==> config.mk <==
export PLATFORM = sky130hd
export DESIGN_NAME = utf8_stream_decoder_flat
export DESIGN_NICKNAME = d
export VERILOG_FILES = /design/src/rtl/u8sd_pkg.sv /design/src/rtl/u8sd_byte_if.sv /design/src/rtl/u8sd_cmd_if.sv /design/src/rtl/u8sd_cp_if.sv /design/src/rtl/u8sd_front.sv /design/src/rtl/u8sd_queue.sv /design/src/rtl/u8sd_back.sv /design/src/rtl/utf8_stream_decoder.sv /design/src/flat_wrapper.sv
export SDC_FILE = /design/constraint.sdc
export NUM_CORES = 1
export LEC_CHECK = 0
export BUFFER_PORTS_ARGS = -buffer_cell sky130_fd_sc_hd__buf_2
export CORE_ASPECT_RATIO = 0.8
export CORE_MARGIN = 2
export CORE_UTILIZATION = 59
export CTS_CLUSTER_DIAMETER = 40
export DETAILED_ROUTE_END_ITERATION = 10
export GPL_TIMING_DRIVEN = 1
export MAX_ROUTING_LAYER = met4
export PLACE_DENSITY = 0.79
export RECOVER_POWER = 100
export SYNTH_ARGS = -nofsm -noshare
export SYNTH_HDL_FRONTEND = slang
export SYNTH_SLANG_ARGS = --single-unit
export TNS_END_PERCENT = 5
==> constraint.sdc <==
create_clock -name i_clk -period 4.9 [get_ports i_clk]
set_input_delay 0.98 -clock i_clk [delete_from_list [all_inputs] [get_ports i_clk]]
set_output_delay 0.98 -clock i_clk [all_outputs]
set_load 0.01 [all_outputs]
==> src/rtl/u8sd_pkg.sv <==
`timescale 1ns / 1ps

package u8sd_pkg;

    localparam int unsigned BYTE_W   = 8;
    localparam int unsigned CP_W     = 21;
    localparam int unsigned LEN_W    = 3;
    localparam int unsigned TAKEN_W  = 2;
    localparam int unsigned REP_W    = 3;

    localparam logic [CP_W-1:0] REPL_CP    = 21'h00FFFD;
    localparam logic [CP_W-1:0] MAX_CP     = 21'h10FFFF;
    localparam logic [CP_W-1:0] SURR_LO    = 21'h00D800;
    localparam logic [CP_W-1:0] SURR_HI    = 21'h00DFFF;
    localparam logic [CP_W-1:0] MIN_CP_2   = 21'h000080;
    localparam logic [CP_W-1:0] MIN_CP_3   = 21'h000800;
    localparam logic [CP_W-1:0] MIN_CP_4   = 21'h010000;

    localparam logic [BYTE_W-1:0] CONT_MASK = 8'hC0;
    localparam logic [BYTE_W-1:0] CONT_TAG  = 8'h80;
    localparam logic [BYTE_W-1:0] CONT_BITS = 8'h3F;

    localparam logic [LEN_W-1:0] LEN_NONE = 3'd0;
    localparam logic [LEN_W-1:0] LEN_TWO  = 3'd2;
    localparam logic [LEN_W-1:0] LEN_THREE = 3'd3;
    localparam logic [LEN_W-1:0] LEN_FOUR = 3'd4;

    localparam int unsigned QUEUE_DEPTH = 2;
    localparam int unsigned QPTR_W      = $clog2(QUEUE_DEPTH);
    localparam int unsigned QCNT_W      = $clog2(QUEUE_DEPTH + 1);

    typedef enum logic [2:0] {
        LEAD_END,
        LEAD_ASCII,
        LEAD_TWO,
        LEAD_THREE,
        LEAD_FOUR,
        LEAD_BAD
    } t_lead;

    // One request to the back end: a run of replacements, then an optional
    // plain code point or end marker.
    typedef struct packed {
        logic [REP_W-1:0] rep_cnt;
        logic             has_tail;
        logic             tail_end;
        logic [CP_W-1:0]  tail_cp;
    } t_cmd;

    function automatic t_lead classify_lead(input logic [BYTE_W-1:0] b);
        t_lead cls;
        if (b == '0) begin
            cls = LEAD_END;
        end else if (b[7] == 1'b0) begin
            cls = LEAD_ASCII;
        end else if (b[7:5] == 3'b110) begin
            cls = LEAD_TWO;
        end else if (b[7:4] == 4'b1110) begin
            cls = LEAD_THREE;
        end else if (b[7:3] == 5'b11110) begin
            cls = LEAD_FOUR;
        end else begin
            cls = LEAD_BAD;
        end
        return cls;
    endfunction

endpackage

==> src/rtl/u8sd_byte_if.sv <==
`timescale 1ns / 1ps

interface u8sd_byte_if
    import u8sd_pkg::*;
();
    logic              valid;
    logic              ready;
    logic [BYTE_W-1:0] byte_in;

    modport source (output valid, output byte_in, input ready);
    modport sink (input valid, input byte_in, output ready);
endinterface

==> src/rtl/u8sd_cmd_if.sv <==
`timescale 1ns / 1ps

interface u8sd_cmd_if
    import u8sd_pkg::*;
();
    logic valid;
    logic ready;
    t_cmd cmd;

    modport source (output valid, output cmd, input ready);
    modport sink (input valid, input cmd, output ready);
endinterface

==> src/rtl/u8sd_cp_if.sv <==
`timescale 1ns / 1ps

interface u8sd_cp_if
    import u8sd_pkg::*;
();
    logic            valid;
    logic            ready;
    logic [CP_W-1:0] codepoint;
    logic            is_replacement;
    logic            is_end;
    logic            last;

    modport source (output valid, output codepoint, output is_replacement,
                    output is_end, output last, input ready);
    modport sink (input valid, input codepoint, input is_replacement,
                  input is_end, input last, output ready);
endinterface

==> src/rtl/u8sd_front.sv <==
`timescale 1ns / 1ps

module u8sd_front
    import u8sd_pkg::*;
(
    input  logic        i_clk,
    input  logic        i_rst_n,
    u8sd_byte_if.sink   i_byte,
    u8sd_cmd_if.source  o_cmd
);

    logic [LEN_W-1:0]   r_exp_len, n_exp_len;
    logic [TAKEN_W-1:0] r_taken, n_taken;
    logic [CP_W-1:0]    r_partial, n_partial;

    logic               pending;
    logic               is_cont;
    logic [CP_W-1:0]    cont_cp;
    logic [LEN_W-1:0]   taken_next;
    logic               seq_bad;
    t_lead              lead;
    t_cmd               cmd;
    logic               accept;

    assign accept  = i_byte.valid && i_byte.ready;
    assign pending = (r_exp_len >= LEN_TWO) && (r_exp_len <= LEN_FOUR) && (r_taken != '0);
    assign is_cont = ((i_byte.byte_in & CONT_MASK) == CONT_TAG);
    assign cont_cp = {r_partial[CP_W-7:0], i_byte.byte_in[5:0]};
    assign taken_next = {1'b0, r_taken} + LEN_W'(1);
    assign lead    = classify_lead(i_byte.byte_in);

    always_comb begin
        seq_bad = ((r_exp_len == LEN_TWO) && (cont_cp < MIN_CP_2))
            || ((r_exp_len == LEN_THREE) && (cont_cp < MIN_CP_3))
            || ((r_exp_len == LEN_FOUR) && (cont_cp < MIN_CP_4))
            || ((cont_cp >= SURR_LO) && (cont_cp <= SURR_HI))
            || (cont_cp > MAX_CP);
    end

    always_comb begin
        n_exp_len = r_exp_len;
        n_taken   = r_taken;
        n_partial = r_partial;
        cmd       = '0;
        if (!pending || !is_cont) begin
            // A broken sequence replaces every byte taken, then the byte
            // starts over as a lead.
            cmd.rep_cnt = pending ? REP_W'(r_taken) : '0;
            n_exp_len = LEN_NONE;
            n_taken   = '0;
            n_partial = '0;
            unique case (lead)
                LEAD_END: begin
                    cmd.has_tail = 1'b1;
                    cmd.tail_end = 1'b1;
                end
                LEAD_ASCII: begin
                    cmd.has_tail = 1'b1;
                    cmd.tail_cp  = CP_W'(i_byte.byte_in);
                end
                LEAD_TWO: begin
                    n_exp_len = LEN_TWO;
                    n_taken   = TAKEN_W'(1);
                    n_partial = CP_W'(i_byte.byte_in[4:0]);
                end
                LEAD_THREE: begin
                    n_exp_len = LEN_THREE;
                    n_taken   = TAKEN_W'(1);
                    n_partial = CP_W'(i_byte.byte_in[3:0]);
                end
                LEAD_FOUR: begin
                    n_exp_len = LEN_FOUR;
                    n_taken   = TAKEN_W'(1);
                    n_partial = CP_W'(i_byte.byte_in[2:0]);
                end
                default: begin
                    cmd.rep_cnt = cmd.rep_cnt + REP_W'(1);
                end
            endcase
        end else if (taken_next < r_exp_len) begin
            n_partial = cont_cp;
            n_taken   = TAKEN_W'(taken_next);
        end else begin
            n_exp_len = LEN_NONE;
            n_taken   = '0;
            n_partial = '0;
            if (seq_bad) begin
                cmd.rep_cnt = REP_W'(r_exp_len);
            end else begin
                cmd.has_tail = 1'b1;
                cmd.tail_cp  = cont_cp;
            end
        end
    end

    assign i_byte.ready = o_cmd.ready;
    assign o_cmd.valid  = i_byte.valid && ((cmd.rep_cnt != '0) || cmd.has_tail);
    assign o_cmd.cmd    = cmd;

    always_ff @(posedge i_clk) begin
        if (!i_rst_n) begin
            r_exp_len <= LEN_NONE;
            r_taken   <= '0;
            r_partial <= '0;
        end else if (accept) begin
            r_exp_len <= n_exp_len;
            r_taken   <= n_taken;
            r_partial <= n_partial;
        end
    end

endmodule

==> src/rtl/u8sd_queue.sv <==
`timescale 1ns / 1ps

module u8sd_queue
    import u8sd_pkg::*;
(
    input  logic        i_clk,
    input  logic        i_rst_n,
    u8sd_cmd_if.sink    i_push,
    u8sd_cmd_if.source  o_pop
);

    t_cmd              r_mem [QUEUE_DEPTH];
    logic [QPTR_W-1:0] r_wp;
    logic [QPTR_W-1:0] r_rp;
    logic [QCNT_W-1:0] r_cnt;
    logic              push;
    logic              pop;

    assign i_push.ready = (r_cnt != QCNT_W'(QUEUE_DEPTH));
    assign o_pop.valid  = (r_cnt != '0);
    assign o_pop.cmd    = r_mem[r_rp];
    assign push = i_push.valid && i_push.ready;
    assign pop  = o_pop.valid && o_pop.ready;

    always_ff @(posedge i_clk) begin
        if (push) begin
            r_mem[r_wp] <= i_push.cmd;
        end
    end

    always_ff @(posedge i_clk) begin
        if (!i_rst_n) begin
            r_wp  <= '0;
            r_rp  <= '0;
            r_cnt <= '0;
        end else begin
            if (push) begin
                r_wp <= (r_wp == QPTR_W'(QUEUE_DEPTH - 1)) ? '0 : r_wp + QPTR_W'(1);
            end
            if (pop) begin
                r_rp <= (r_rp == QPTR_W'(QUEUE_DEPTH - 1)) ? '0 : r_rp + QPTR_W'(1);
            end
            if (push && !pop) begin
                r_cnt <= r_cnt + QCNT_W'(1);
            end else if (pop && !push) begin
                r_cnt <= r_cnt - QCNT_W'(1);
            end
        end
    end

endmodule

==> src/rtl/u8sd_back.sv <==
`timescale 1ns / 1ps

module u8sd_back
    import u8sd_pkg::*;
(
    input  logic        i_clk,
    input  logic        i_rst_n,
    u8sd_cmd_if.sink    i_cmd,
    u8sd_cp_if.source   o_cp
);

    logic [REP_W-1:0] r_idx;
    logic             r_valid;
    logic [CP_W-1:0]  r_cp;
    logic             r_rep;
    logic             r_end;
    logic             r_last;

    logic             load;
    logic             emit_rep;
    logic             emit_last;
    logic [REP_W-1:0] idx_inc;

    assign load     = i_cmd.valid && (!r_valid || o_cp.ready);
    assign emit_rep = (r_idx < i_cmd.cmd.rep_cnt);
    assign idx_inc  = r_idx + REP_W'(1);

    always_comb begin
        if (emit_rep) begin
            emit_last = (idx_inc == i_cmd.cmd.rep_cnt) && !i_cmd.cmd.has_tail;
        end else begin
            emit_last = 1'b1;
        end
    end

    assign i_cmd.ready = load && emit_last;

    assign o_cp.valid          = r_valid;
    assign o_cp.codepoint      = r_cp;
    assign o_cp.is_replacement = r_rep;
    assign o_cp.is_end         = r_end;
    assign o_cp.last           = r_last;

    always_ff @(posedge i_clk) begin
        if (load) begin
            r_cp   <= emit_rep ? REPL_CP : i_cmd.cmd.tail_cp;
            r_rep  <= emit_rep;
            r_end  <= !emit_rep && i_cmd.cmd.tail_end;
            r_last <= emit_last;
        end
    end

    always_ff @(posedge i_clk) begin
        if (!i_rst_n) begin
            r_valid <= 1'b0;
            r_idx   <= '0;
        end else begin
            if (load) begin
                r_valid <= 1'b1;
                r_idx   <= emit_last ? '0 : idx_inc;
            end else if (o_cp.ready) begin
                r_valid <= 1'b0;
            end
        end
    end

endmodule

==> src/rtl/utf8_stream_decoder.sv <==
`timescale 1ns / 1ps

// Channel   Direction  Payload                                       Request
// i_byte    in         byte_in[7:0]                                  one raw byte
// o_cp      out        codepoint[20:0], is_replacement, is_end, last one result
//
// A byte is taken every cycle while the two-entry queue has room; results leave
// one per cycle from the output register while o_cp is ready, so a byte with
// more than one result holds the back end for each, and runs of replacements
// briefly fill the queue and stall i_byte. A byte is decoded and queued at the
// edge that takes it; its first result enters the output register when free.
// Reset is synchronous and active low, clears the pending sequence, the queue
// and the output valid.

module utf8_stream_decoder
    import u8sd_pkg::*;
(
    input  logic        i_clk,
    input  logic        i_rst_n,
    u8sd_byte_if.sink   i_byte,
    u8sd_cp_if.source   o_cp
);

    u8sd_cmd_if front_cmd ();
    u8sd_cmd_if back_cmd ();

    u8sd_front u_front (
        .i_clk   (i_clk),
        .i_rst_n (i_rst_n),
        .i_byte  (i_byte),
        .o_cmd   (front_cmd.source)
    );

    u8sd_queue u_queue (
        .i_clk   (i_clk),
        .i_rst_n (i_rst_n),
        .i_push  (front_cmd.sink),
        .o_pop   (back_cmd.source)
    );

    u8sd_back u_back (
        .i_clk   (i_clk),
        .i_rst_n (i_rst_n),
        .i_cmd   (back_cmd.sink),
        .o_cp    (o_cp)
    );

endmodule
==> src/flat_wrapper.sv <==
// flat-port wrapper written by rule: the top's interface ports become plain ports
module utf8_stream_decoder_flat import u8sd_pkg::*;
  (i_clk, i_rst_n, i_byte_valid, i_byte_byte_in, i_byte_ready, o_cp_valid, o_cp_codepoint, o_cp_is_replacement, o_cp_is_end, o_cp_last, o_cp_ready);
  u8sd_byte_if i_byte_i ();
  u8sd_cp_if o_cp_i ();
  input  logic i_clk;
  input  logic i_rst_n;
  input wire logic [$bits(i_byte_i.valid)-1:0] i_byte_valid;
  input wire logic [$bits(i_byte_i.byte_in)-1:0] i_byte_byte_in;
  output wire logic [$bits(i_byte_i.ready)-1:0] i_byte_ready;
  output wire logic [$bits(o_cp_i.valid)-1:0] o_cp_valid;
  output wire logic [$bits(o_cp_i.codepoint)-1:0] o_cp_codepoint;
  output wire logic [$bits(o_cp_i.is_replacement)-1:0] o_cp_is_replacement;
  output wire logic [$bits(o_cp_i.is_end)-1:0] o_cp_is_end;
  output wire logic [$bits(o_cp_i.last)-1:0] o_cp_last;
  input wire logic [$bits(o_cp_i.ready)-1:0] o_cp_ready;
  assign i_byte_i.valid = i_byte_valid;
  assign i_byte_i.byte_in = i_byte_byte_in;
  assign i_byte_ready = i_byte_i.ready;
  assign o_cp_valid = o_cp_i.valid;
  assign o_cp_codepoint = o_cp_i.codepoint;
  assign o_cp_is_replacement = o_cp_i.is_replacement;
  assign o_cp_is_end = o_cp_i.is_end;
  assign o_cp_last = o_cp_i.last;
  assign o_cp_i.ready = o_cp_ready;
  utf8_stream_decoder u_core (.i_clk(i_clk), .i_rst_n(i_rst_n), .i_byte(i_byte_i), .o_cp(o_cp_i));
endmodule
==> out/results.ini <==
[sta]
slew_headroom_pct=-1.58
setup_violations=0
tightest_slew_ps=1520
finalHoldViolations=0
slew_viol_final=27
setup_tns_ps=0
postLayoutSetupSlackWorst_ps=929
period_share_pct=81.1
holdWs_ps=477
fin_crit_ps=3970
finClkSkew_ps=11.9
rsz0062_at_grt=no
fmax_ghz=0.252

[clock_network]
h-tree-depth=3
clk_pin_slew_ps=100
cts_resized=0
insertion_delay_ps=380
postCtsHoldBufs=0
cts_sinks=105
ctsRootBufferMaster=clkbuf_8
postCtsSetupRepairBufs=0
clock_path_buffers=2
numCtsBuffers=9
cts_tree=built

[synthesis]
synth_warnings=0
yosys-top-cells-area=edfxtp_1 51%, dfxtp_1 13%, mux2i_1 5.8%, nand2_1 4.1%, and2_1 3.5%
yosysMostFrequentCell=edfxtp_1
avgSynthCellArea_um2=12.5
synth_common_cells=76 x edfxtp_1, 49 x nand2_1, 29 x dfxtp_1
ys_types=54
postSynthCellCount=360
synth_top_area_share_pct=50.6
syn_nets=382
synth_edf_count=76
yosysSeqAreaShare_pct=63.5
ys_async_sr_fraction_pct=0
syn_area_mm2=0.00451
synth_top_cell_by_area=edfxtp_1
ys_ff_latch=105
synth-main-ff-cell=edfxtp_1

[route]
postRouteAntennaNets=0
first_pass_iters=4
vias_per_cell=5.50
vias=2798
remaining_drc_errors=0
drt_wl_total_um=8420
drt_iter0_markers=176
wire_per_inst_um=16.5

[critical_path]
rr_worst_depth=10
crit_path_end=u_core.u_queue.r_mem[0][7]
startpoint_type=flip-flop
cp-end-kind=flip-flop
rr_endpoint=u_core.u_queue.r_mem[0][7]
rrSetupSlack_ps=930
timing.rr.start=u_core.u_front.r_exp_len[2]
path_class=reg2reg
cp.required_ps=4880
critPathLaunch=u_core.u_front.r_exp_len[2]
path_max_fanout=26
cp.arrival_ps=3950

[placement]
place.gp.congestion=0.836
post-place-cells=493
dpl_worst_slack_ps=1550
hpwlAfterDp_um=5880
placed_area_mm2=0.00479
io_buffer_count=37

[run_status]
violations=max-capacitance violations, max-slew violations
run_status=finished, violations left

[cells_and_area]
fillers=574
fin_cells=509
area_growth_pct=8.63
diodes=0
fin_nets=421
drive_above_1_share_pct=8.42
fin_area_mm2=0.00490

[floorplanning]
rows=28
die-area_mm2=0.00836
ios=38
die_w_um=102
fp.dieH_um=82.2
core-area_mm2=0.00739
start_util_pct=61.0

[global_routing]
overflow=0
grt_max_degree=28
grt_pass1_vias=2674
grt_pass1_wl_um=13500
antenna_found_initial=0
track_usage_pct=22.3

[job]
drv_cap=1

[pwr]
powerDensity_mw_per_mm2=465
vdd_drop_max_v=0.000211
leakage_nw=1.61

[hold_path]
whs_path_depth=2
min_path_type=reg2reg

==> per-stage QoR <==
stage / total power [mW] / util, %
after floorplan: 1.63 / -
after global placement: 1.79 / 64.9
after detailed placement: 1.81 / 64.9
after CTS: 2.31 / 67.5
after global routing: 2.40 / 66.2
final: 2.28 / 66.2
==> kinds of logic (layout without fill, tap and decap cells) <==
kind of cell	after synthesis	count (layout)	synth area share [%]
AOI/OAI and AO/OA	52	52	8.58
adders and majority gates	10	10	2.78
and+or+nand+nor	130	130	14.9
muxes	27	27	6.02
xor gates and xnor gates	8	8	1.55
buffers and inverters	28	72	2.64
DFF	105	105	63.5
==> state kept, by name, summed over array words and instances, names as in the netlist, named ones only <==
register,flops
u_core.u_queue.r_mem,52
u_core.u_back.o_cp.codepoint,21
u_core.u_front.r_partial,15
u_core.u_back.r_idx,3
u_core.u_front.r_exp_len,3
u_core.u_front.r_taken,2
u_core.u_queue.r_cnt,2
u_core.u_back.o_cp.is_end,1
u_core.u_back.o_cp.is_replacement,1
u_core.u_back.o_cp.last,1
u_core.u_back.o_cp.valid,1
u_core.u_queue.r_rp,1
u_core.u_queue.r_wp,1
==> where the power goes <==
part           switching, mW  total, mW  internal [mW]
Clock                  0.314      0.512          0.198
Sequential            0.0724       1.22           1.15
Combinational          0.352      0.543          0.192
Total                  0.738       2.28           1.54
==> how the worst min path moves through the flow <==
| stage | start | to | slack, ps |
|---|---|---|---|
| floorplan | u_core.u_front.r_partial[13] | u_core.u_front.r_partial[13] | 440 |
| global placement | u_core.u_front.r_partial[10] | u_core.u_front.r_partial[10] | 460 |
| detailed placement | u_core.u_front.r_partial[10] | u_core.u_front.r_partial[10] | 460 |
| CTS | u_core.u_front.r_partial[10] | u_core.u_front.r_partial[10] | 480 |
| global route | u_core.u_front.r_partial[10] | u_core.u_front.r_partial[10] | 500 |
| finish | u_core.u_front.r_partial[10] | u_core.u_front.r_partial[10] | 480 |
==> critical path: stages, from the launching register on <==
cell	delay, ps
dfxtp_1	400
or3b_1	500
a211o_1	380
inv_1	70
ha_1	130
a211oi_1	50
a211oi_1	370
a21oi_2	60
a41oi_2	330
nor2b_1	190
clkbuf_1	1100
==> metal layers <==
metal,share of wire [%],up-vias,global-route usage (%)
met2,46,57,33.4
li1,-,1358,-
met5,0,-,-
met1,48,1367,30.6
met4,1.6,0,6.62
met3,3.8,16,5.56
==> cell usage in the layout, fill, tap and decap left out, types with 3 or more instances in the layout <==
cell type	n
nor4_1	4
a21oi_1	18
a211o_1	3
a22oi_1	4
ha_1	10
dfxtp_1	29
inv_6	3
buf_2	9
and2_0	22
nor2b_1	14
and2_1	3
clkbuf_8	9
nor2_1	15
clkbuf_1	32
edfxtp_1	76
mux2i_1	26
xnor2_1	6
nand2_1	52
o21ai_0	6
nand3_1	4
nand2b_1	4
a21boi_0	3
inv_1	14
==> cell type report <==
type	count	area, um2	area share (%)
Tap cell	105	131	2.68
Multi-Input combinational cell	227	1490	30.4
Sequential cell	105	2860	58.5
Clock buffer	9	124	2.53
Inverter	15	56.3	1.15
Clock inverter	7	67.6	1.38
Timing Repair Buffer	41	165	3.37
(Power assumes the default switching activity.)
